$ cat config.mk
export PLATFORM = sky130hd
export DESIGN_NAME = frame_time_average_fps_meter
export DESIGN_NICKNAME = d
export VERILOG_FILES = /design/src/hdl/fpsm_pkg.sv /design/src/hdl/fpsm_cell.sv /design/src/hdl/fpsm_div.sv /design/src/hdl/frame_time_average_fps_meter.sv
export VERILOG_INCLUDE_DIRS = /design/src /design/src/hdl
export SDC_FILE = /design/constraint.sdc
export NUM_CORES = 2
export LEC_CHECK = 0
export ABC_AREA = 1
export BUFFER_PORTS_ARGS = -buffer_cell sky130_fd_sc_hd__buf_2
export CORE_ASPECT_RATIO = 1.2
export CORE_MARGIN = 5
export CORE_UTILIZATION = 35
export DETAILED_ROUTE_END_ITERATION = 7
export GPL_TIMING_DRIVEN = 0
export HOLD_SLACK_MARGIN = 0.05
export PLACE_DENSITY = 0.57
export SETUP_SLACK_MARGIN = 0.1
export SLEW_MARGIN = 25
export SYNTH_ARGS = -nofsm -noshare
export SYNTH_HDL_FRONTEND = slang
export SYNTH_SLANG_ARGS = --single-unit
$ cat constraint.sdc
create_clock -name i_clk -period 4.8 [get_ports i_clk]
set_input_delay 0 -clock i_clk [delete_from_list [all_inputs] [get_ports i_clk]]
set_output_delay 0 -clock i_clk [all_outputs]
set_load 0.03 [all_outputs]
$ cat src/hdl/frame_time_average_fps_meter_assert.svh
// ---------------------------------------------------------------------------
// frame time meter assertion macros
// concurrent checks clocked on i_clk and held off while i_rst_n is low
// ---------------------------------------------------------------------------
`ifndef FRAME_TIME_AVERAGE_FPS_METER_ASSERT_SVH
`define FRAME_TIME_AVERAGE_FPS_METER_ASSERT_SVH

`ifndef SYNTHESIS

// condition must hold at every edge out of reset
`define FPSM_ASSERT_ALWAYS(lbl, cond) \
    lbl: assert property (@(posedge i_clk) disable iff (!i_rst_n) (cond)) \
        else $error("fpsm check failed");

// antecedent at one edge implies consequent at the next edge
`define FPSM_ASSERT_NEXT(lbl, ante, cons) \
    lbl: assert property (@(posedge i_clk) disable iff (!i_rst_n) (ante) |=> (cons)) \
        else $error("fpsm sequence check failed");

`else

`define FPSM_ASSERT_ALWAYS(lbl, cond)
`define FPSM_ASSERT_NEXT(lbl, ante, cons)

`endif

`endif

$ cat src/hdl/fpsm_pkg.sv
// ---------------------------------------------------------------------------
// fpsm_pkg
// shared widths, types and codes of the frame time meter
// ---------------------------------------------------------------------------
package fpsm_pkg;

    localparam int WINDOW_DEPTH = 64;
    localparam int DATA_W       = 16;
    localparam int TOTAL_W      = 40;
    localparam int ACC_W        = DATA_W + 1;
    localparam int CNT_W        = $clog2(WINDOW_DEPTH + 1);
    localparam int IDX_W        = $clog2(WINDOW_DEPTH);
    localparam int SUM_W        = DATA_W + $clog2(WINDOW_DEPTH);
    localparam int DCNT_W       = $clog2(SUM_W + 1);

    localparam logic [DATA_W-1:0] OUTLIER_RESET = 16'd1000;
    localparam logic [DATA_W-1:0] PERIOD_RESET  = 16'd1000;

    localparam logic CFG_OUTLIER = 1'b0;
    localparam logic CFG_PERIOD  = 1'b1;

    typedef enum logic [3:0] {
        S_IDLE = 4'b0001,
        S_SUM  = 4'b0010,
        S_DIV  = 4'b0100,
        S_DONE = 4'b1000
    } t_state;

    typedef struct packed {
        logic             start;
        logic [SUM_W-1:0] dividend;
        logic [CNT_W-1:0] divisor;
    } t_div_req;

    typedef struct packed {
        logic             done;
        logic [SUM_W-1:0] quotient;
    } t_div_rsp;

endpackage

$ cat src/hdl/fpsm_cell.sv
// ---------------------------------------------------------------------------
// fpsm_cell
// one entry of the frame window chain, loads its neighbor value when enabled
// ---------------------------------------------------------------------------
module fpsm_cell (
    input  logic                        i_clk,
    input  logic                        i_rst_n,
    input  logic                        i_en,
    input  logic [fpsm_pkg::DATA_W-1:0] i_d,
    output logic [fpsm_pkg::DATA_W-1:0] o_q
);
    import fpsm_pkg::*;

    logic [DATA_W-1:0] r_val;

    always_ff @(posedge i_clk) begin
        if (!i_rst_n) begin
            r_val <= '0;
        end else if (i_en) begin
            r_val <= i_d;
        end
    end

    assign o_q = r_val;

endmodule

$ cat src/hdl/fpsm_div.sv
// ---------------------------------------------------------------------------
// fpsm_div
// restoring divider, one quotient bit per cycle
// ---------------------------------------------------------------------------
module fpsm_div (
    input  logic                 i_clk,
    input  logic                 i_rst_n,
    input  fpsm_pkg::t_div_req   i_req,
    output fpsm_pkg::t_div_rsp   o_rsp
);
    import fpsm_pkg::*;

    logic              r_busy;
    logic              r_done;
    logic [DCNT_W-1:0] r_cnt;
    logic [CNT_W-1:0]  r_rem;
    logic [CNT_W-1:0]  r_dvs;
    logic [SUM_W-1:0]  r_quo;

    logic [CNT_W:0]    trial;
    logic [CNT_W:0]    diff;
    logic              ge;

    always_comb begin
        trial = {r_rem, r_quo[SUM_W-1]};
        ge    = (trial >= {1'b0, r_dvs});
        diff  = trial - {1'b0, r_dvs};
    end

    always_ff @(posedge i_clk) begin
        if (!i_rst_n) begin
            r_busy <= 1'b0;
            r_done <= 1'b0;
            r_cnt  <= '0;
        end else begin
            r_done <= 1'b0;
            if (i_req.start) begin
                r_busy <= 1'b1;
                r_cnt  <= '0;
            end else if (r_busy) begin
                r_cnt <= r_cnt + DCNT_W'(1);
                if (r_cnt == DCNT_W'(SUM_W - 1)) begin
                    r_busy <= 1'b0;
                    r_done <= 1'b1;
                end
            end
        end
    end

    always_ff @(posedge i_clk) begin
        if (i_req.start) begin
            r_quo <= i_req.dividend;
            r_dvs <= i_req.divisor;
            r_rem <= '0;
        end else if (r_busy) begin
            r_rem <= ge ? diff[CNT_W-1:0] : trial[CNT_W-1:0];
            r_quo <= {r_quo[SUM_W-2:0], ge};
        end
    end

    assign o_rsp.done     = r_done;
    assign o_rsp.quotient = r_quo;

endmodule

$ cat src/hdl/frame_time_average_fps_meter.sv
// ---------------------------------------------------------------------------
// frame_time_average_fps_meter
// frame time moving average, frame rate and play time meter
// ---------------------------------------------------------------------------
// From accept to result an item goes through these steps: the accept cycle
// updates the counters and shifts the frame into the window unless it is an
// outlier, the window chain then rotates once around (one cell per cycle)
// while its tail is summed, and the serial divider produces one quotient bit
// per cycle of the sum. A restart item clears the average and the played
// time and goes straight to the result. The next item is taken as soon as
// the result sits in the output register, even if it is not yet taken.
module frame_time_average_fps_meter (
    input  logic                         i_clk,
    input  logic                         i_rst_n,
    input  logic                         i_cfg_we,
    input  logic                         i_cfg_idx,
    input  logic [fpsm_pkg::DATA_W-1:0]  i_cfg_data,
    input  logic                         i_in_valid,
    output logic                         o_in_ready,
    input  logic [fpsm_pkg::DATA_W-1:0]  i_frame_time_ms,
    input  logic                         i_restart,
    output logic                         o_out_valid,
    input  logic                         i_out_ready,
    output logic [fpsm_pkg::DATA_W-1:0]  o_average_frame_ms,
    output logic [fpsm_pkg::DATA_W-1:0]  o_frames_per_period,
    output logic [fpsm_pkg::TOTAL_W-1:0] o_total_played_ms
);
    import fpsm_pkg::*;

`include "frame_time_average_fps_meter_assert.svh"

    t_state             r_state;
    logic [DATA_W-1:0]  r_outlier;
    logic [DATA_W-1:0]  r_period;
    logic [CNT_W-1:0]   r_cnt;
    logic [DATA_W-1:0]  r_avg;
    logic [DATA_W-1:0]  r_fc;
    logic [ACC_W-1:0]   r_acc;
    logic [DATA_W-1:0]  r_rate;
    logic [TOTAL_W-1:0] r_played;
    logic [SUM_W-1:0]   r_sum;
    logic [IDX_W-1:0]   r_idx;
    logic               r_out_valid;
    logic [DATA_W-1:0]  r_o_avg;
    logic [DATA_W-1:0]  r_o_rate;
    logic [TOTAL_W-1:0] r_o_played;

    logic               in_acc;
    logic               out_load;
    logic [DATA_W-1:0]  diff_ms;
    logic               store;
    logic [DATA_W-1:0]  fc_inc;
    logic [ACC_W-1:0]   acc_add;
    logic [SUM_W-1:0]   sum_next;
    logic               last_rot;
    logic [DATA_W-1:0]  avg_new;

    logic [DATA_W-1:0]  cell_q [WINDOW_DEPTH];
    logic [DATA_W-1:0]  head_d;
    logic               chain_en;

    t_div_req           div_req;
    t_div_rsp           div_rsp;

    assign o_in_ready = (r_state == S_IDLE);
    assign in_acc     = i_in_valid & o_in_ready;
    // result register frees up, or is already free
    assign out_load   = (r_state == S_DONE) && (!r_out_valid || i_out_ready);

    always_comb begin
        diff_ms  = (i_frame_time_ms >= r_avg) ? (i_frame_time_ms - r_avg)
                                              : (r_avg - i_frame_time_ms);
        store    = in_acc & ~i_restart & (diff_ms < r_outlier);
        fc_inc   = (r_fc != {DATA_W{1'b1}}) ? (r_fc + DATA_W'(1)) : r_fc;
        acc_add  = r_acc + ACC_W'(i_frame_time_ms);
        sum_next = r_sum + SUM_W'(cell_q[WINDOW_DEPTH-1]);
        last_rot = (r_state == S_SUM) && (r_idx == IDX_W'(WINDOW_DEPTH - 1));
        // average is zero with an empty window; quotient saturates at the field width
        if (r_cnt == '0) begin
            avg_new = '0;
        end else if (|div_rsp.quotient[SUM_W-1:DATA_W]) begin
            avg_new = {DATA_W{1'b1}};
        end else begin
            avg_new = div_rsp.quotient[DATA_W-1:0];
        end
    end

    // window chain: shift in a stored frame, or rotate once around to sum it
    assign chain_en = store | (r_state == S_SUM);
    assign head_d   = (r_state == S_SUM) ? cell_q[WINDOW_DEPTH-1] : i_frame_time_ms;

    for (genvar g = 0; g < WINDOW_DEPTH; g++) begin : g_cell
        fpsm_cell u_cell (
            .i_clk   (i_clk),
            .i_rst_n (i_rst_n),
            .i_en    (chain_en),
            .i_d     ((g == 0) ? head_d : cell_q[(g == 0) ? 0 : g - 1]),
            .o_q     (cell_q[g])
        );
    end

    assign div_req.start    = last_rot;
    assign div_req.dividend = sum_next;
    assign div_req.divisor  = r_cnt;

    fpsm_div u_div (
        .i_clk   (i_clk),
        .i_rst_n (i_rst_n),
        .i_req   (div_req),
        .o_rsp   (div_rsp)
    );

    always_ff @(posedge i_clk) begin
        if (!i_rst_n) begin
            r_outlier <= OUTLIER_RESET;
            r_period  <= PERIOD_RESET;
        end else if (i_cfg_we) begin
            case (i_cfg_idx)
                CFG_OUTLIER: r_outlier <= i_cfg_data;
                CFG_PERIOD:  r_period  <= i_cfg_data;
                default:     r_period  <= r_period;
            endcase
        end
    end

    always_ff @(posedge i_clk) begin
        if (!i_rst_n) begin
            r_state     <= S_IDLE;
            r_cnt       <= '0;
            r_avg       <= '0;
            r_fc        <= '0;
            r_acc       <= '0;
            r_rate      <= '0;
            r_played    <= '0;
            r_idx       <= '0;
            r_out_valid <= 1'b0;
        end else begin
            if (out_load) begin
                r_out_valid <= 1'b1;
            end else if (r_out_valid && i_out_ready) begin
                r_out_valid <= 1'b0;
            end
            case (r_state)
                S_IDLE: begin
                    if (in_acc) begin
                        if (i_restart) begin
                            r_avg    <= '0;
                            r_played <= '0;
                            r_state  <= S_DONE;
                        end else begin
                            if (store && (r_cnt != CNT_W'(WINDOW_DEPTH))) begin
                                r_cnt <= r_cnt + CNT_W'(1);
                            end
                            if ({1'b0, r_period} < acc_add) begin
                                r_rate <= fc_inc;
                                r_fc   <= '0;
                                r_acc  <= '0;
                            end else begin
                                r_fc  <= fc_inc;
                                r_acc <= acc_add;
                            end
                            r_played <= r_played + TOTAL_W'(i_frame_time_ms);
                            r_idx    <= '0;
                            r_state  <= S_SUM;
                        end
                    end
                end
                S_SUM: begin
                    r_idx <= r_idx + IDX_W'(1);
                    if (last_rot) begin
                        r_state <= S_DIV;
                    end
                end
                S_DIV: begin
                    if (div_rsp.done) begin
                        r_avg   <= avg_new;
                        r_state <= S_DONE;
                    end
                end
                S_DONE: begin
                    if (out_load) begin
                        r_state <= S_IDLE;
                    end
                end
                default: begin
                    r_state <= S_IDLE;
                end
            endcase
        end
    end

    always_ff @(posedge i_clk) begin
        if (r_state == S_IDLE) begin
            r_sum <= '0;
        end else if (r_state == S_SUM) begin
            r_sum <= sum_next;
        end
    end

    always_ff @(posedge i_clk) begin
        if (out_load) begin
            r_o_avg    <= r_avg;
            r_o_rate   <= r_rate;
            r_o_played <= r_played;
        end
    end

    assign o_out_valid         = r_out_valid;
    assign o_average_frame_ms  = r_o_avg;
    assign o_frames_per_period = r_o_rate;
    assign o_total_played_ms   = r_o_played;

    `FPSM_ASSERT_ALWAYS(a_cnt_max, r_cnt <= CNT_W'(WINDOW_DEPTH))
    `FPSM_ASSERT_ALWAYS(a_div_done_state, !div_rsp.done || (r_state == S_DIV))
    `FPSM_ASSERT_NEXT(a_item_to_sum, in_acc && !i_restart, r_state == S_SUM)

endmodule
==> results by group <==
Pwr
  • Reg power frac: 0.465
  • Cell Int Power: 18.1 mW
  • Maximum VDD drop: about 0.34 mV
  • Clock Power Share: 0.453
  • Switching Share: 0.251
  • Static Leak: around 22 nW
  • Total chip power: ~24 mW
  • Psw: slightly above 6 mW
  • PwrDens: between 300 and 400 nW/µm²
  • Logic pwr share: 0.082

Logic synthesis
  • Post-Syn Area: ~54,000 µm²
  • Synth top area share: 0.453
  • Distinct cells, synth: between 40 and 50
  • Synth Instances: around 6,800
  • Synth area leaders: dfxtp_1 45%, a21oi_1 12%, nand2_1 11%
  • YS warnings: 0
  • Seq/Total Area, Yosys: 0.510
  • FF+latch count, synth: approximately 1,300
  • Avg Cell Area, Syn: approximately 7.9 µm²
  • Net Count, Synth: just under 7,000
  • Dominant cell type by area after synthesis: dfxtp_1

Die
  • Io pins: roughly 110
  • # rows: roughly 160
  • Die X: between 300 and 400 µm
  • Die footprint: approximately 160,000 µm²
  • Core Area: about 150,000 µm²
  • Die Y: 439 µm
  • Initial Util: 0.352

Detailed routing
  • DR vias: between 40,000 and 50,000
  • DRC viols: 0
  • Wire length per cell: roughly 17 µm
  • Initial DRC count: roughly 2,800
  • Drt pass-1 iters: 8
  • Drt via density: slightly above 5
  • Antenna viol nets, final: 0
  • DRT Wirelength: 155,000 µm

Final layout
  • Fin cells: ~9,200
  • Nets: between 7,000 and 8,000
  • Fraction of layout instances using a drive strength above 1: 0.0851
  • Layout Area Growth over Synthesis: 16.8%

Timing
  • Worst clock skew: 0.0278 ns
  • Hold Violations, Final: 0
  • Final setup TNS: 0 ns
  • RSZ-0062 raised after global routing: yes
  • Hold Slack: roughly 0.12 ns
  • Final worst path period share: 0.933
  • Fmax achieved: ~220 MHz
  • Rel. slew slack: 0.339
  • Worst Tran Pin Value: 0.992 ns
  • Final setup fails: 0
  • Post-layout min period: between 4 and 5 ns
  • Max Transition Viols Final: 0

Clock network
  • Clk sinks: 1,316
  • Clk Latency, worst-skew pair: a little under 0.8 ns
  • Clock buffer depth: 3
  • TritonCTS clock tree: done
  • Root Driver: clkbuf_16
  • Htree depth: 4
  • Clock slew at reported path FFs: ~0.06 ns
  • Cts bufs inserted: approximately 140

Setup path
  • CP Launch Type: register
  • R2R depth: 25
  • Setup crit end kind: register
  • Crit Path Max Fanout: 10
  • Data arrival, critical path: between 5 and 6 ns
  • Critical path type: register to register
  • Worst Path Required: approximately 5.4 ns

Global routing
  • Vias in the first global route: ~45,000
  • Largest net degree at the start of global routing: 28
  • GR Overflow Total: 0
  • Initial antenna violation count: 5
  • First-pass GRT wire length: between 200,000 and 250,000 µm
  • GRT Resource Usage Total: 0.185

Placed design
  • Post-DP HPWL: between 100,000 and 150,000 µm
  • IO buf count: 111
  • Cells after DPL: between 8,000 and 9,000
  • Gpl congestion: 0.917

Flow run
  • Max cap viols: 0

Hold path
  • Hold path depth: 4
  • Tightest Hold Check Type: primary input to register

Outcome
  • Outcome: complete, no violations
[area by class of cell]
type	instances	area (µm²)
diodes	3	7.51
plain buffers	518	2810
clock buffers	199	4040
clock inverters	50	612
fillers	15500	89700
inverters	290	1090
multi-input cells	4639	22900
flip-flops and latches	1316	27400
well taps	1987	2490
repair buffers	183	1360
[per-layer routing]
metal,track usage,wire (µm),vias to the layer above
li1,-,-,23600
met1,0.221,66200,21900
met2,0.327,76000,940
met3,0.0321,6610,292
met4,0.0759,6140,0
met5,0,0,-
[power groups by stage]
stage / Combinational (mW) / Clock [mW] / Sequential [mW]
6_report: 1.97 / 10.9 / 11.2
5_1_grt: 2.17 / 11.6 / 11.2
4_1_cts: 1.90 / 11.1 / 11.2
3_5_place_dp: 1.82 / 0 / 11.5
3_3_place_gp: 1.80 / 0 / 11.5
2_1_floorplan: 1.24 / 0 / 11.4
[metrics by stage]
step,setup WS (ns),util,area [µm²]
after CTS,0.0617,0.408,62200
final,0.321,0.411,62700
after global routing,0.0766,0.411,62700
after floorplan,0.623,-,53700
after detailed placement,-1.51,0.373,56800
after global placement,-1.54,0.372,56700
[timing repair]
| item | in CTS | in global routing |
|---|---|---|
| cloned | 0 | 3 |
| setup buffers | 6 | 3 |
| endpoints found under the hold margin | 101 | 0 |
| hold buffers | 58 | 0 |
| endpoints found under the setup margin | 1031 | 1025 |
| pin swaps | 2 | 7 |
| resized for setup | 60 | 224 |
[synthesized netlist by cell type (all sizes together)]
library cell,n
a22oi,18
edfxtp,101
dfxtp,1215
o31ai,2
o211ai,17
a21boi,5
buf,212
nand3b,17
a21o,19
or4,1
or2,3
nand4,57
nand3,1104
nor3b,2
xnor2,16
inv,288
a211oi,5
clkbuf,307
clkinv,2
o22ai,6
o221ai,1
o21ai,163
ha,122
and3,2
nand2,1511
o21bai,9
fa,6
a21oi,1241
o21a,19
nor2,201
nor3,37
nor4,6
xor2,46
a31oi,2
[cell families after synthesis]
group                      after synthesis  synth area share
AOI/OAI and AO/OA                     1507             0.145
and+or+nand+nor                       2941             0.237
xor gates and xnor gates                62            0.0101
buffers and inverters                  809            0.0670
DFF                                   1316             0.510
adders and majority gates              128            0.0307
[path summary, 6_finish.rpt]
kind / from / endpoint / slack, ns
min: i_cfg_data[10] / r_period[10] / 0.12
max: r_avg[0] / g_cell[0].u_cell.o_q[4] / 0.32
max reg2reg: r_avg[0] / g_cell[0].u_cell.o_q[4] / 0.32
min reg2reg: r_rate[7] / o_frames_per_period[7] / 0.43
[sequential cells by signal (all words and copies together) (netlist names), 16 cells and up]
register	flops
r_sum	22
r_avg	16
u_div.r_quo	22
r_period	16
r_outlier	16
o_frames_per_period	16
r_acc	17
r_rate	16
o_average_frame_ms	16
r_played	40
g_cell.u_cell.o_q	1024
r_fc	16
o_total_played_ms	40
[critical path: stages (launching register included)]
cell	delay (ns)
dfxtp_4	0.40
ha_2	0.20
inv_1	0.05
fa_1	0.40
a21oi_2	0.21
o21ai_1	0.10
nand2_1	0.13
nand3_4	0.13
inv_4	0.11
buf_6	0.14
nand2_1	0.06
nand2_1	0.08
xor2_1	0.16
inv_1	0.06
ha_1	0.29
nand4_1	0.20
nor3_2	0.29
o21ai_4	0.10
buf_12	0.16
nand2_8	0.18
nand2_8	0.13
buf_12	0.20
buf_4	0.15
clkbuf_4	0.17
o21ai_0	0.16
a21oi_1	0.06
[placed cells by master, fill, tap and decap left out, drive strengths merged, types with 5 or more instances in the layout]
cell type,n
nand4,57
fa,6
clkbuf,516
nor2,201
a211oi,5
nor3,37
xor2,46
dlygate4sd3,58
xnor2,16
ha,122
o22ai,6
o21bai,9
clkinv,37
o211ai,17
a21boi,5
dfxtp,1215
inv,293
edfxtp,101
nand3,1104
o21ai,163
a21o,19
a21oi,1241
buf,326
a22oi,18
nand3b,17
bufinv,8
o21a,19
nor4,6
nand2,1512
Note: power is estimated with default switching activity, not from simulation.
